<file path="src/hw/rtl/tvi_pkg.sv">
// ----------------------------------------------------------------------------
// tvi_pkg - shared types and constants of the trilinear vector interpolator
// Request and response structs, stage control and fixed field widths.
// ----------------------------------------------------------------------------
package tvi_pkg;

    localparam int POS_W    = 24;
    localparam int VAL_W    = 32;
    localparam int SUM_W    = 48;
    localparam int CORNERS  = 8;
    localparam int CORNER_W = 3;

    // corner number bits: set selects the upper voxel on that axis
    localparam int CORNER_BIT_EAST  = 0;
    localparam int CORNER_BIT_NORTH = 1;
    localparam int CORNER_BIT_TOP   = 2;

    localparam logic [CORNER_W-1:0] LAST_CORNER = CORNER_W'(CORNERS - 1);

    localparam logic STATUS_OK      = 1'b0;
    localparam logic STATUS_OUTSIDE = 1'b1;

    typedef struct packed {
        logic [POS_W-1:0]        pos_east;
        logic [POS_W-1:0]        pos_north;
        logic [POS_W-1:0]        pos_top;
        logic [CORNER_W-1:0]     corner_index;
        logic signed [VAL_W-1:0] comp_x_value;
        logic signed [VAL_W-1:0] comp_y_value;
        logic signed [VAL_W-1:0] comp_z_value;
        logic                    value_is_null;
        logic                    point_outside;
    } t_in_req;

    typedef struct packed {
        logic signed [VAL_W-1:0] vel_east;
        logic signed [VAL_W-1:0] vel_north;
        logic signed [VAL_W-1:0] vel_up;
        logic                    status;
    } t_out_req;

    // control that travels alongside one corner through the pipeline
    typedef struct packed {
        logic valid;
        logic last;
        logic outside;
    } t_stage_ctl;

    typedef struct packed {
        logic signed [VAL_W-1:0] x;
        logic signed [VAL_W-1:0] y;
        logic signed [VAL_W-1:0] z;
    } t_vec;

endpackage

</file>
<file path="src/hw/rtl/tvi_lane.sv">
// ----------------------------------------------------------------------------
// tvi_lane - one component lane
// Registered value*weight product, rounding and the 48-bit accumulator.
// ----------------------------------------------------------------------------
module tvi_lane #(
    parameter int FRAC_BITS = 16
) (
    input  logic                          i_clk,
    input  logic                          i_rst_n,
    input  logic                          i_advance,
    input  tvi_pkg::t_stage_ctl           i_ctl,
    input  logic signed [tvi_pkg::VAL_W-1:0] i_value,
    input  logic [FRAC_BITS:0]            i_weight,
    output tvi_pkg::t_stage_ctl           o_ctl,
    output logic [tvi_pkg::SUM_W-1:0]     o_sum_next
);
    import tvi_pkg::*;

    localparam int PROD_W = VAL_W + FRAC_BITS + 2;
    localparam logic [PROD_W-1:0] HALF = PROD_W'(1) << (FRAC_BITS - 1);

    t_stage_ctl               r_ctl;
    logic signed [PROD_W-1:0] r_prod;
    logic signed [PROD_W-1:0] prod, rnd, shifted;
    logic [SUM_W-1:0]         r_sum, n_sum;

    assign prod    = i_value * $signed({1'b0, i_weight});
    assign rnd     = r_prod + $signed(HALF);
    assign shifted = rnd >>> FRAC_BITS;
    assign n_sum   = r_sum + SUM_W'(shifted);

    always_ff @(posedge i_clk) begin
        if (i_advance) begin
            r_prod <= prod;
        end
    end

    always_ff @(posedge i_clk) begin
        if (!i_rst_n) begin
            r_ctl <= '0;
            r_sum <= '0;
        end else if (i_advance) begin
            r_ctl <= i_ctl;
            // clear after the last corner so the next set starts from zero
            if (r_ctl.valid) begin
                r_sum <= r_ctl.last ? '0 : n_sum;
            end
        end
    end

    assign o_ctl      = r_ctl;
    assign o_sum_next = n_sum;

endmodule

</file>
<file path="config.mk">
export PLATFORM = sky130hd
export DESIGN_NAME = tvi_lane
export DESIGN_NICKNAME = d
export VERILOG_FILES = /design/src/hw/rtl/tvi_pkg.sv /design/src/hw/rtl/tvi_lane.sv
export SDC_FILE = /design/constraint.sdc
export NUM_CORES = 2
export LEC_CHECK = 0
export BUFFER_PORTS_ARGS = -buffer_cell sky130_fd_sc_hd__buf_2
export CORE_UTILIZATION = 35
export CTS_CLUSTER_DIAMETER = 40
export CTS_CLUSTER_SIZE = 28
export DETAILED_ROUTE_END_ITERATION = 10
export GPL_TIMING_DRIVEN = 0
export REMOVE_ABC_BUFFERS = 1
export SETUP_SLACK_MARGIN = 0.5
export SLEW_MARGIN = 0
export SYNTH_ARGS = -nofsm -noshare
export SYNTH_HDL_FRONTEND = slang
export SYNTH_SLANG_ARGS = --single-unit
</file>
<file path="constraint.sdc">
create_clock -name i_clk -period 10.4 [get_ports i_clk]
set_clock_uncertainty 0.2 [all_clocks]
set_input_delay 1.56 -clock i_clk [delete_from_list [all_inputs] [get_ports i_clk]]
set_output_delay 1.56 -clock i_clk [all_outputs]
set_load 0.01 [all_outputs]
</file>
==> flow_summary.ini <==
[run_status]
outcome = complete, no violations

[timing]
fin_hold_ws_ns = 0.2834
post-route-period-util = 0.7835
fin_crit_ns = 8.148
fin_tns_setup_ns = 0
relSlewSlack = 0.2941
worst_pin_slew_ns = 1.056
max_freq_mhz = 122.7
final_hold_viol_count = 0
rsz0062_at_grt = no
finalSetupViolations = 0
drv_slew = 0

[grt]
grt_pass1_vias = 19110
grt.total_usage = 0.1834
antenna_found_initial = 4
grt_pass1_wl_microns = 103300
grt_max_degree = 41
overflow = 0

[clock_network]
cts_tree = built
cts.root.buffer_cell = clkbuf_16
numCtsBuffers = 9
ctsHoldBuffers = 0
clkSinkCount = 86
post_cts_buffers = 0
h-tree-depth = 3
cts_buffer_depth = 2
clkLatencyLatePin_ns = 0.36
cts_resized = 0
clk_pin_slew_ns = 0.06

[critical_path]
endpoint = r_prod[49]
cpPeakStageDelay_ns = 0.66
path_cells = buf_2 > nand2_1 > fa_1 > inv_1 > fa_1 > fa_1 > fa_1 > fa_1 > inv_1 > fa_1 > inv_1 > ha_1 > nand2_1 > a211oi_1 > nor2_1 > nor3_1 > a21o_1 > a31oi_4 > o21a_4 > o2111a_1 > nor3_1 > xnor2_1
crit_start = i_weight[9]
crit_arrival_ns = 8.04
r2r_setup_slack_ns = 5.27
r2r_end = r_sum[46]
startpoint_type = primary input
rr_worst_depth = 20
path_class = in2reg
r2r-start = r_prod[17]
critical_path.endpoint_type = flop
cp_max_fo = 32
slowest_stage = buf_2
cpMostUsedCell = fa_1
cp_data_required_time_ns = 10.30

[synthesis]
synth_area_leaders = fa_1 42%, inv_1 9.4%, and2_1 8.5%
synth_top_cell_by_area = fa_1
synth_fa_ha_area_frac = 0.5054
synthFlopType = dfxtp_1
avgSynthCellArea_sq_um = 9.087
synth_edf_count = 35
synthSimpleGateAreaFrac = 0.1708
seq_area_frac_synth = 0.08411
synth_compound_area_frac = 0.08503
synthXorXnorAreaFrac = 0.04119
ys_warn_count = 0
synth_seq_cells = 86
syn_inst = 2711
yosysTopAreaCellShare = 0.4226
synthesis.area_sq_mm = 0.02463
async_reset_ff_frac = 0
synth_cell_types = 72
synth_top_family_by_area = adder cells
synthMuxAreaShare = 0.003251

[floorplan]
pin_count = 106
die_w_microns = 267.3
die_height_microns = 267.3
rows = 96
start_util = 0.3567
fp.coreArea_sq_mm = 0.06907
die_area_sq_mm = 0.07145

[finish]
fin_area_sq_mm = 0.02628
layout-drive-gt1-share = 0.05749
nets = 3464
area_delta_synth_final_pct = 6.684
final_common_cell = inv_1
final_cell_mix = 619 x inv_1, 520 x fa_1, 334 x and2_1
fin_cells = 3663

[drt]
drtPass1Iterations = 4
wl_per_cell_microns = 16.97
vias = 17600
vias_per_cell = 4.806
ant_nets = 0
drc_errors = 0
drt_iter0_drc = 903
wl_microns = 62150

[placed_design]
dp_cells = 3646
dp_hpwl_microns = 47180
post_dp_cell_area_sq_mm = 0.02598
io_buffers = 105
routabilityCongestion = 0.8667

[worst_hold_path]
min_path_type = reg2reg

[job]
cap_viol_max_count = 0
## metal layers
metal / GRT usage / routed length (microns)
met1: 0.2544 / 29320
met2: 0.3052 / 28740
met3: 0.02574 / 3274
met4: 0.03433 / 778
met5: 0 / 34
## cells by family after synthesis
family / count (synthesis)
flip-flops: 86
adder cells (fa/ha/maj): 683
AND/OR/NAND/NOR: 800
XOR/XNOR: 115
AO/OA/AOI/OAI: 296
multiplexers: 8
buffers and inverters: 723
## critical path, delay by kind of cell
family / cells / cell delay (ns)
xor+xnor: 1 / 0.09
fa+ha+maj: 7 / 3.56
compound gates: 5 / 1.18
simple gates: 5 / 0.75
buf+inv: 4 / 0.87
## area by class of cell
class	instances	area, sq um
diodes	1	2.502
clock buffers	11	242.7
clock inverters	5	58.81
fillers	7032	42790
inverters	619	2323
multi-input cells	1902	19850
flip-flops and latches	86	2072
well taps	931	1165
repair buffers	108	563.0
## per-stage QoR
step / utilization / setup WS, ns
after floorplan: - / 2.964
after CTS: 0.3805 / 2.258
after global placement: 0.3755 / 1.918
final: 0.3805 / 2.252
after detailed placement: 0.3761 / 1.895
after global routing: 0.3805 / 1.865
## flip-flops by register name, summed over array words and instances (netlist names)
| name | flops |
|---|---|
| r_sum | 48 |
| r_prod | 35 |
| o_ctl | 3 |
## cells in the mapped netlist, drive strengths merged (8+ instances only)
cell type / number
a211oi: 12
a21o: 30
a21oi: 87
a22o: 19
a22oi: 25
and2: 334
and3: 14
clkbuf: 102
dfxtp: 51
edfxtp: 35
fa: 520
ha: 163
inv: 619
mux2i: 8
nand2: 276
nand2b: 12
nand3: 28
nand4: 18
nor2: 47
nor2b: 37
nor3: 15
o211ai: 11
o21a: 9
o21ai: 47
o21bai: 17
xnor2: 81
xor2: 34
## worst min-delay path by stage
stage	start	slack [ns]	depth (start not counted)	end
after floorplan	r_sum[15]	0.25	1	r_sum[15]
after global placement	r_sum[35]	0.27	1	r_sum[35]
after detailed placement	r_sum[31]	0.26	1	r_sum[31]
after CTS	r_sum[28]	0.29	1	r_sum[28]
after global routing	r_sum[33]	0.30	1	r_sum[33]
final	r_sum[33]	0.28	1	r_sum[33]
Power is not shown: default switching activity piles up to over one toggle a cycle in this logic, so the estimate is an artifact.
