===== src/hw/rtl/tvi_pkg.sv =====
// ----------------------------------------------------------------------------
// tvi_pkg - shared types and constants of the trilinear vector interpolator
// Request and response structs, stage control and fixed field widths.
// ----------------------------------------------------------------------------
package tvi_pkg;

    localparam int POS_W    = 24;
    localparam int VAL_W    = 32;
    localparam int SUM_W    = 48;
    localparam int CORNERS  = 8;
    localparam int CORNER_W = 3;

    // corner number bits: set selects the upper voxel on that axis
    localparam int CORNER_BIT_EAST  = 0;
    localparam int CORNER_BIT_NORTH = 1;
    localparam int CORNER_BIT_TOP   = 2;

    localparam logic [CORNER_W-1:0] LAST_CORNER = CORNER_W'(CORNERS - 1);

    localparam logic STATUS_OK      = 1'b0;
    localparam logic STATUS_OUTSIDE = 1'b1;

    typedef struct packed {
        logic [POS_W-1:0]        pos_east;
        logic [POS_W-1:0]        pos_north;
        logic [POS_W-1:0]        pos_top;
        logic [CORNER_W-1:0]     corner_index;
        logic signed [VAL_W-1:0] comp_x_value;
        logic signed [VAL_W-1:0] comp_y_value;
        logic signed [VAL_W-1:0] comp_z_value;
        logic                    value_is_null;
        logic                    point_outside;
    } t_in_req;

    typedef struct packed {
        logic signed [VAL_W-1:0] vel_east;
        logic signed [VAL_W-1:0] vel_north;
        logic signed [VAL_W-1:0] vel_up;
        logic                    status;
    } t_out_req;

    // control that travels alongside one corner through the pipeline
    typedef struct packed {
        logic valid;
        logic last;
        logic outside;
    } t_stage_ctl;

    typedef struct packed {
        logic signed [VAL_W-1:0] x;
        logic signed [VAL_W-1:0] y;
        logic signed [VAL_W-1:0] z;
    } t_vec;

endpackage


===== src/hw/rtl/tvi_weight.sv =====
// ----------------------------------------------------------------------------
// tvi_weight - corner weight pipeline
// Three stages: axis weights, east*north product, product times top weight.
// ----------------------------------------------------------------------------
module tvi_weight #(
    parameter int FRAC_BITS = 16
) (
    input  logic                   i_clk,
    input  logic                   i_rst_n,
    input  logic                   i_advance,
    input  logic                   i_valid,
    input  tvi_pkg::t_in_req       i_req,
    output tvi_pkg::t_stage_ctl    o_ctl,
    output tvi_pkg::t_vec          o_vals,
    output logic [FRAC_BITS:0]     o_weight
);
    import tvi_pkg::*;

    localparam int W = FRAC_BITS + 1;
    localparam logic [W-1:0] ONE  = W'(1) << FRAC_BITS;
    localparam logic [W-1:0] HALF = W'(1) << (FRAC_BITS - 1);

    function automatic logic [W-1:0] f_axis(logic [POS_W-1:0] pos, logic upper);
        logic [FRAC_BITS-1:0] frac;
        frac = pos[FRAC_BITS-1:0] - HALF[FRAC_BITS-1:0];
        return upper ? {1'b0, frac} : ONE - {1'b0, frac};
    endfunction

    t_stage_ctl r_a_ctl, r_b_ctl, r_c_ctl;
    t_vec       r_a_vals, r_b_vals, r_c_vals;
    logic [W-1:0] r_ae, r_an, r_at, r_b_at, r_w2, r_w;
    t_vec       n_vals;
    logic [2*W-1:0] prod_en, prod_top;

    always_comb begin
        n_vals.x = i_req.value_is_null ? '0 : i_req.comp_x_value;
        n_vals.y = i_req.value_is_null ? '0 : i_req.comp_y_value;
        n_vals.z = i_req.value_is_null ? '0 : i_req.comp_z_value;
    end

    assign prod_en  = r_ae * r_an + (2*W)'(HALF);
    assign prod_top = r_w2 * r_b_at + (2*W)'(HALF);

    always_ff @(posedge i_clk) begin
        if (!i_rst_n) begin
            r_a_ctl <= '0;
            r_b_ctl <= '0;
            r_c_ctl <= '0;
        end else if (i_advance) begin
            r_a_ctl.valid   <= i_valid;
            r_a_ctl.last    <= i_req.corner_index == LAST_CORNER;
            r_a_ctl.outside <= i_req.point_outside;
            r_b_ctl         <= r_a_ctl;
            r_c_ctl         <= r_b_ctl;
        end
    end

    always_ff @(posedge i_clk) begin
        if (i_advance) begin
            r_a_vals <= n_vals;
            r_ae     <= f_axis(i_req.pos_east,  i_req.corner_index[CORNER_BIT_EAST]);
            r_an     <= f_axis(i_req.pos_north, i_req.corner_index[CORNER_BIT_NORTH]);
            r_at     <= f_axis(i_req.pos_top,   i_req.corner_index[CORNER_BIT_TOP]);
            r_b_vals <= r_a_vals;
            r_w2     <= prod_en[FRAC_BITS +: W];
            r_b_at   <= r_at;
            r_c_vals <= r_b_vals;
            r_w      <= prod_top[FRAC_BITS +: W];
        end
    end

    assign o_ctl    = r_c_ctl;
    assign o_vals   = r_c_vals;
    assign o_weight = r_w;

endmodule


===== config.mk =====
export PLATFORM = sky130hd
export DESIGN_NAME = tvi_weight
export DESIGN_NICKNAME = d
export VERILOG_FILES = /design/src/hw/rtl/tvi_pkg.sv /design/src/hw/rtl/tvi_weight.sv
export SDC_FILE = /design/constraint.sdc
export NUM_CORES = 2
export LEC_CHECK = 0
export BUFFER_PORTS_ARGS = -buffer_cell sky130_fd_sc_hd__buf_4
export CAP_MARGIN = 20
export CORE_MARGIN = 1.5
export CORE_UTILIZATION = 35
export DETAILED_ROUTE_END_ITERATION = 8
export PLACE_DENSITY = 0.53
export SYNTH_ARGS = -nofsm -noshare
export SYNTH_HDL_FRONTEND = slang
export SYNTH_SLANG_ARGS = --single-unit

===== constraint.sdc =====
create_clock -name i_clk -period 9.6 [get_ports i_clk]
set_input_delay 1.92 -clock i_clk [delete_from_list [all_inputs] [get_ports i_clk]]
set_output_delay 1.92 -clock i_clk [all_outputs]
set_load 0.02 [all_outputs]

==> results_dict.tcl <==
set metrics [dict create \
    outcome "finished clean" \
    endpoint_kind "flop" \
    maxCapViolCount 0 \
    reg2reg_slack_ns 2.81 \
    gp_congestion 0.849 \
    clock-sinks 399 \
    cp.required_ns 10.03 \
    synth_compound_area_frac 0.0299 \
    final_nets 3849 \
    drcViolationCount 0 \
    num_vias 19900 \
    arrival_ns 7.21 \
    ys_seq_area_frac 0.370 \
    drt_iter0_drc 958 \
    rows 110 \
    r2r-end "r_w2[10]" \
    root_buffer "clkbuf_16" \
    layout_common_cells "inv_1, fa_1, edfxtp_1" \
    finalSetupViolations 0 \
    synth_warnings 0 \
    worstRegToRegCells 18 \
    yosys.area_share.simple 0.134 \
    cp_max_fo 17 \
    synth_xor_area_frac 0.0221 \
    drt.antenna.violating_nets 0 \
    grt_use_total 0.159 \
    core_region_area_um2 90600 \
    start_util 0.355 \
    io_pins 293 \
    die-area_um2 93700 \
    synth_area_um2 32100 \
    grt_first_pass_wirelength_um 117000 \
    dpl.hpwl_um 54000 \
    hold_viol 0 \
    avgSynthCellArea_um2 11.6 \
    max_slew_margin 0.321 \
    critPathKind "reg -> reg" \
    stdcell_count 4212 \
    period_share 0.707 \
    synth_top_family_by_area "adder cells" \
    synth_edf_count 390 \
    fmax_ghz 0.147 \
    portBuffers 268 \
    area_delta_synth_final_pct 14.8 \
    synthArstFlopShare 0 \
    rsz0062_at_grt "no" \
    cts_resized 0 \
    hp-start "r_a_vals[63]" \
    routed_wl_um 72300 \
    grt_pass1_vias 21900 \
    finalSetupTns_ns 0 \
    antenna_found_initial 2 \
    ys.flop_type "edfxtp_1" \
    grt_overflow 0 \
    skew_ns 0.0250 \
    hold-path-cell-count 0 \
    clk_pin_slew_ns 0.06 \
    final_common_cell "inv_1" \
    synthesis.nets 3615 \
    hold_path_end "r_b_vals[63]" \
    clk_path_buf_depth 3 \
    synth_fa_ha_area_frac 0.366 \
    routed_via_density 4.72 \
    drtPass1Iterations 5 \
    cts_setup_buffers 0 \
    worstMarginPinSlew_ns 1.02 \
    cts_tree "built" \
    r2r-start "r_ae[6]" \
    numCtsBuffers 48 \
    placed_cells 4125 \
    wl_per_cell_um 17.2 \
    ctsHoldBuffers 0 \
    synth-seq-cells 399 \
    synth.mux.area_fraction 0.00420 \
    worstSetupStartpointType "flop" \
    slew_violations 0 \
    htree_levels 2 \
    synth_cells 2765 \
    die_h_um 306 \
    grt_max_degree 173 \
    insertion_delay_ns 0.59 \
    die_w_um 306 \
    fin_crit_ns 6.79 \
    synth_cell_types 64 \
    drive_gt1_frac 0.119 \
    min_path_type "reg -> reg" \
]
-- metal layers --
metal,wire (um),part of all wire,track usage
met1,30400,0.42,0.196
met2,34700,0.48,0.271
met3,5430,0.075,0.0451
met4,1740,0.024,0.0425
met5,27,0.00037,0
-- cell usage after synthesis (21+ instances only) --
cell,count,area share
xor2_1,39,0.011
inv_1,537,0.063
ha_1,227,0.088
nor2b_1,107,0.021
nor2_1,44,0.0051
a21o_1,21,0.0049
nand2_1,298,0.035
clkbuf_1,90,0.011
a21oi_1,59,0.0092
edfxtp_1,390,0.36
fa_1,446,0.28
xnor2_1,42,0.011
and2_1,291,0.057
-- worst max-delay path by stage --
stage,cells after the start,start,endpoint
floorplan,21,r_b_at[9],o_weight[13]
global placement,19,r_b_at[5],o_weight[15]
detailed placement,18,r_b_at[2],o_weight[15]
CTS,18,r_b_at[2],o_weight[15]
global route,18,r_ae[6],r_w2[10]
finish,18,r_ae[6],r_w2[10]
-- cell families (layout without fill, tap and decap cells) --
kind of cell / count (synthesis) / count (layout)
AO/OA/AOI/OAI: 145 / 145
XOR/XNOR: 81 / 81
adder cells (fa/ha/maj): 673 / 673
buffers and inverters: 628 / 898
flip-flops: 399 / 399
multiplexers: 13 / 13
other: 0 / 1
AND/OR/NAND/NOR: 826 / 826
-- cell type report --
type,instances,area [um^2]
diodes,1,2.50
clock buffers,57,1230
clock inverters,29,283
fillers,8664,53700
inverters,537,2020
multi-input cells,1738,17900
flip-flops and latches,399,11900
well taps,1176,1470
repair buffers,275,2080
-- critical path: stages, from the launching register on --
cell and delay [ns]:
edfxtp_1 0.90, nand2_1 0.18, fa_1 0.57, inv_1 0.05
fa_1 0.50, inv_1 0.05, fa_1 0.53, inv_1 0.06
fa_1 0.50, fa_1 0.43, fa_1 0.48, ha_1 0.44
and3_1 0.18, a221oi_1 0.29, o31ai_1 0.18, o31ai_1 0.44
a21oi_1 0.28, or4_1 0.46, nand4_1 0.09
-- metrics by stage --
step | setup WS, ns | area (um^2) | util | hold WS (ns)
global placement | 2.88 | 35400 | 0.390 | 0.400
global route | 2.53 | 36900 | 0.407 | 0.408
CTS | 2.81 | 36900 | 0.407 | 0.409
finish | 2.81 | 36900 | 0.407 | 0.415
detailed placement | 2.82 | 35400 | 0.390 | 0.405
floorplan | 3.69 | 32100 | - | 0.400
-- sequential cells by signal, summed over array words and instances (netlist names) --
signal    flops
r_b_vals     96
r_at         17
o_vals       96
r_w2         17
r_ae         17
o_weight     17
r_b_at       17
r_b_ctl       3
r_an         17
o_ctl         3
r_a_vals     96
r_a_ctl       3
Power is not shown: default switching activity piles up to over one toggle a cycle in this logic, so the estimate is an artifact.
