**config.mk**
```make
export PLATFORM = sky130hd
export DESIGN_NAME = tvi_merge
export DESIGN_NICKNAME = d
export VERILOG_FILES = /design/src/hw/rtl/tvi_pkg.sv /design/src/hw/rtl/tvi_merge.sv
export SDC_FILE = /design/constraint.sdc
export NUM_CORES = 1
export LEC_CHECK = 0
export BUFFER_PORTS_ARGS = -buffer_cell sky130_fd_sc_hd__buf_2
export CORE_MARGIN = 3
export CORE_UTILIZATION = 43
export CTS_CLUSTER_DIAMETER = 50
export DETAILED_ROUTE_END_ITERATION = 8
export PLACE_DENSITY = 0.83
export SLEW_MARGIN = 10
export SYNTH_ARGS = -nofsm -noshare
export SYNTH_HDL_FRONTEND = slang
export SYNTH_SLANG_ARGS = --single-unit
export TNS_END_PERCENT = 20
```
**constraint.sdc**
```tcl
create_clock -name i_clk -period 7.76 [get_ports i_clk]
set_clock_uncertainty 0.05 [all_clocks]
set_input_delay 1.552 -clock i_clk [delete_from_list [all_inputs] [get_ports i_clk]]
set_output_delay 1.552 -clock i_clk [all_outputs]
set_load 0.02 [all_outputs]
```
**src/hw/rtl/tvi_pkg.sv**
```systemverilog
// ----------------------------------------------------------------------------
// tvi_pkg - shared types and constants of the trilinear vector interpolator
// Request and response structs, stage control and fixed field widths.
// ----------------------------------------------------------------------------
package tvi_pkg;

    localparam int POS_W    = 24;
    localparam int VAL_W    = 32;
    localparam int SUM_W    = 48;
    localparam int CORNERS  = 8;
    localparam int CORNER_W = 3;

    // corner number bits: set selects the upper voxel on that axis
    localparam int CORNER_BIT_EAST  = 0;
    localparam int CORNER_BIT_NORTH = 1;
    localparam int CORNER_BIT_TOP   = 2;

    localparam logic [CORNER_W-1:0] LAST_CORNER = CORNER_W'(CORNERS - 1);

    localparam logic STATUS_OK      = 1'b0;
    localparam logic STATUS_OUTSIDE = 1'b1;

    typedef struct packed {
        logic [POS_W-1:0]        pos_east;
        logic [POS_W-1:0]        pos_north;
        logic [POS_W-1:0]        pos_top;
        logic [CORNER_W-1:0]     corner_index;
        logic signed [VAL_W-1:0] comp_x_value;
        logic signed [VAL_W-1:0] comp_y_value;
        logic signed [VAL_W-1:0] comp_z_value;
        logic                    value_is_null;
        logic                    point_outside;
    } t_in_req;

    typedef struct packed {
        logic signed [VAL_W-1:0] vel_east;
        logic signed [VAL_W-1:0] vel_north;
        logic signed [VAL_W-1:0] vel_up;
        logic                    status;
    } t_out_req;

    // control that travels alongside one corner through the pipeline
    typedef struct packed {
        logic valid;
        logic last;
        logic outside;
    } t_stage_ctl;

    typedef struct packed {
        logic signed [VAL_W-1:0] x;
        logic signed [VAL_W-1:0] y;
        logic signed [VAL_W-1:0] z;
    } t_vec;

endpackage

```
**src/hw/rtl/tvi_merge.sv**
```systemverilog
// ----------------------------------------------------------------------------
// tvi_merge - lane merge and response register
// Tracks the outside flag, saturates the lane sums and holds the response.
// ----------------------------------------------------------------------------
module tvi_merge (
    input  logic                       i_clk,
    input  logic                       i_rst_n,
    input  tvi_pkg::t_stage_ctl        i_ctl,
    input  logic [tvi_pkg::SUM_W-1:0]  i_sum_x,
    input  logic [tvi_pkg::SUM_W-1:0]  i_sum_y,
    input  logic [tvi_pkg::SUM_W-1:0]  i_sum_z,
    input  logic                       i_stall,
    output logic                       o_advance,
    output logic                       o_valid,
    output tvi_pkg::t_out_req          o_rsp
);
    import tvi_pkg::*;

    function automatic logic [VAL_W-1:0] f_sat(logic [SUM_W-1:0] sum);
        logic [VAL_W-1:0] res;
        if (sum[SUM_W-1:VAL_W-1] == '0 || sum[SUM_W-1:VAL_W-1] == '1) begin
            res = sum[VAL_W-1:0];
        end else begin
            res = sum[SUM_W-1] ? {1'b1, {(VAL_W-1){1'b0}}} : {1'b0, {(VAL_W-1){1'b1}}};
        end
        return res;
    endfunction

    logic     r_outside, r_valid, seen, emit;
    t_out_req r_rsp;

    // hold the pipeline only when a finished set meets a stalled full register
    assign o_advance = !(i_ctl.valid && i_ctl.last && r_valid && i_stall);
    assign seen      = r_outside | i_ctl.outside;
    assign emit      = o_advance && i_ctl.valid && i_ctl.last;

    always_ff @(posedge i_clk) begin
        if (!i_rst_n) begin
            r_outside <= 1'b0;
            r_valid   <= 1'b0;
        end else begin
            if (o_advance && i_ctl.valid) begin
                r_outside <= i_ctl.last ? 1'b0 : seen;
            end
            if (emit) begin
                r_valid <= 1'b1;
            end else if (!i_stall) begin
                r_valid <= 1'b0;
            end
        end
    end

    always_ff @(posedge i_clk) begin
        if (emit) begin
            if (seen) begin
                r_rsp.vel_east  <= '0;
                r_rsp.vel_north <= '0;
                r_rsp.vel_up    <= '0;
                r_rsp.status    <= STATUS_OUTSIDE;
            end else begin
                r_rsp.vel_east  <= f_sat(i_sum_x);
                r_rsp.vel_north <= f_sat(i_sum_y);
                r_rsp.vel_up    <= f_sat(i_sum_z);
                r_rsp.status    <= STATUS_OK;
            end
        end
    end

    assign o_valid = r_valid;
    assign o_rsp   = r_rsp;

endmodule

```
==> impl_metrics.csv <==
group,metric,value,unit
yosys,ys_seq_area_share,70.93,%
yosys,synth.avg_cell_area,15.95,um2
timing,fin_crit_sh,45.69,%
floorplan,initial_utilization,44.63,%
global_routing,globalRouteTotalUtil,20.17,%
global_routing,antenna_found_initial,0,
finish,drive_above_1_share,54.99,%
floorplan,core,9328,um2
power_and_ir_drop,leakagePower,2.389,nW
clock_network,hold_buffers,0,
critical_path,start_kind,"input pin",
timing,drv_slew,0,
clock_network,cts_tree,"done",
clock_network,cts.repair.resized,0,
yosys,synth.area.top_cells,"edfxtp_1 (70%), o21a_1 (17%), buf_6 (2.4%), nor4_1 (1.8%), nand4_1 (1.5%)",
route,ant_nets,0,
global_routing,grt_busiest_layer,"met2",
power_and_ir_drop,intPower,0.7942,mW
yosys,yosys_register_bits,99,
power_and_ir_drop,power_frac_clock,27.7,%
global_routing,grt_pass1_wl,17150,um
place,dp.final_hpwl,8952,um
job,drv_cap,0,
critical_path,regToRegEndpoint,"o_rsp[87]$_SDFFCE_PN0P_",
yosys,synth_cell_types,20,
global_routing,grt.overflow.total,0,
route,drtPass1Iterations,4,
floorplan,ios,249,
power_and_ir_drop,p_per_area,189.1,nW/um2
timing,fin_setup_tns,0,ps
critical_path,cp_max_fo,3,
finish,fill_cells,757,
finish,diodes,0,
clock_network,numCtsBuffers,9,
critical_path,critical_path_class,"in2out",
power_and_ir_drop,combPwrFrac,14.3,%
yosys,yosys_warnings,0,
route,viasPerCell,5.161,
power_and_ir_drop,netSwitchingPower,0.2751,mW
critical_path,end_kind,"output pin",
timing,relSlewSlack,29.78,%
finish,final_area,5654,um2
floorplan,die_h,104.4,um
place,routabilityCongestion,0.9776,
yosys,syn_inst,261,
yosys,synth_top_area_share,69.97,%
clock_network,cts_buffer_depth,2,
status,status,"completed",
route,dr_total_vias,3303,
timing,min_period,3546,ps
floorplan,rows,35,
route,post_drt_wl_per_cell,17.99,um
global_routing,grt_pass1_vias,3258,
yosys,synthesis.area,4163,um2
global_routing,use_met3,4.842,%
clock_network,cts_setup_buffers,0,
critical_path,crit_arrival,1940,ps
yosys,synth_nets,411,
clock_network,h-tree-depth,3,
hold_path,whs_path_depth,2,
route,wirelength,11510,um
finish,regArea,2953,um2
power_and_ir_drop,switching_share,25.73,%
clock_network,insertion_delay,340,ps
hold_path,hold_start,"o_valid$_SDFFE_PN0P_",
critical_path,r2r.worst_path.cells,2,
place,numPortBuffers,248,
yosys,yosysTopAreaCell,"edfxtp_1",
clock_network,root_buffer,"clkbuf_8",
clock_network,clk_pin_slew,100,ps
hold_path,hp-class,"reg2reg",
timing,fmax,282.0,MHz
global_routing,grt_util_met2,34.13,%
critical_path,r2r_start,"o_valid$_SDFFE_PN0P_",
route,route.detailed.drc,0,
timing,rsz0062_at_grt,"false",
timing,hold_viol,0,
finish,multi_input_area,1090,um2
place,dpl_cell_area,5479,um2
global_routing,grtUsageMet1,24.58,%
clock_network,clock-sinks,99,
critical_path,r2r_slack,5290,ps
timing,worst_pin_slew,1051,ps
power_and_ir_drop,vdd_drop_max,0.1127,mV
floorplan,die_x,104.4,um
global_routing,grt_max_degree,64,
power_and_ir_drop,power_frac_seq,57.9,%
route,drtIter0Drc,153,
finish,area_growth,35.83,%
finish,final_nets,656,
floorplan,die-area,10900,um2
hold_path,hold_path_end,"o_valid$_SDFFE_PN0P_",
critical_path,cp.required,6160,ps
timing,final-setup-viol-count,0,
[routing by layer]
metal	share of wire [%]	routed length, um
met2	51	5913
met3	6.4	740
met5	0	0
met4	2.9	335
met1	39	4525
[worst max-delay path, stage by stage]
cell	delay [ps]
buf_2	130
nand4_1	90
buf_2	170
[through the flow]
stage | instances | total power [mW] | hold slack (ps) | worst slack (ps) | utilization, %
floorplan | 261 | 0.7166 | 449.9 | 824.5 | -
global placement | 624 | 0.7807 | 474.7 | 3973 | 58.74
detailed placement | 624 | 0.7855 | 477.2 | 3876 | 58.74
CTS | 640 | 1.079 | 494.2 | 4217 | 60.62
global route | 640 | 1.112 | 538.7 | 4132 | 60.62
finish | 640 | 1.069 | 540.0 | 4214 | 60.62
[state kept, by name, summed over array words and instances, names as in the netlist]
name and count:
o_valid 1, o_rsp 97, r_outside 1
[area by class of cell]
cell class / instances / share of cell area (%)
Sequential cell: 99 / 52.22
Clock buffer: 9 / 2.191
Multi-Input combinational cell: 143 / 19.27
Inverter: 1 / 0.06639
Timing Repair Buffer: 252 / 22.48
Clock inverter: 7 / 0.9073
Tap cell: 129 / 2.855
[Yosys cell counts, drive strengths merged]
cell and n:
edfxtp 97, o21a 93, buf 15, nand4 13, nor4 12, a21oi 6, and2 3, and4 3
clkbuf 3, nand2 3, nor3 3, or4 3, dfxtp 2, nor2 2, a21boi 1, inv 1
nor2b 1
[power groups by stage]
stage	logic (mW)	registers (mW)	clock network, mW
6_report	0.153	0.620	0.296
5_1_grt	0.166	0.622	0.325
4_1_cts	0.154	0.620	0.305
3_5_place_dp	0.154	0.632	0
3_3_place_gp	0.149	0.632	0
2_1_floorplan	0.0526	0.664	0
[cells in the final DEF, fill, tap and decap left out, types with 2 or more instances in the layout]
| cell type | synthesis | final |
|---|---|---|
| edfxtp_1 | 97 | 97 |
| inv_6 | 0 | 3 |
| or4_4 | 3 | 3 |
| nor2_1 | 2 | 2 |
| o21a_1 | 93 | 93 |
| buf_2 | 6 | 248 |
| nor3_2 | 0 | 3 |
| nand2_1 | 3 | 3 |
| dfxtp_1 | 2 | 2 |
| buf_4 | 0 | 4 |
| nand4_2 | 3 | 3 |
| nor4_1 | 12 | 12 |
| nand4_1 | 10 | 10 |
| a21oi_4 | 3 | 4 |
| and4_1 | 3 | 3 |
| and2_1 | 3 | 3 |
| clkbuf_8 | 0 | 9 |
| a21oi_1 | 3 | 2 |
[cells by family after synthesis]
| family | Yosys count | share of synthesized area [%] |
|---|---|---|
| and+or+nand+nor | 43 | 7.064 |
| AOI/OAI and AO/OA | 100 | 18.49 |
| buffers and inverters | 19 | 3.517 |
| DFF | 99 | 70.93 |
[worst max path at each step]
stage               startpoint                       to  slack [ps]
floorplan             i_ctl[1]       o_rsp[0]$_DFFE_PP_         820
global placement      i_ctl[2]   o_rsp[5]$_SDFFCE_PN0P_        3970
detailed placement    i_ctl[2]  o_rsp[79]$_SDFFCE_PN0P_        3880
CTS                    i_stall                o_advance        4220
global route          i_ctl[2]  o_rsp[89]$_SDFFCE_PN0P_        4130
finish                 i_stall                o_advance        4210
(Power assumes the default switching activity.)
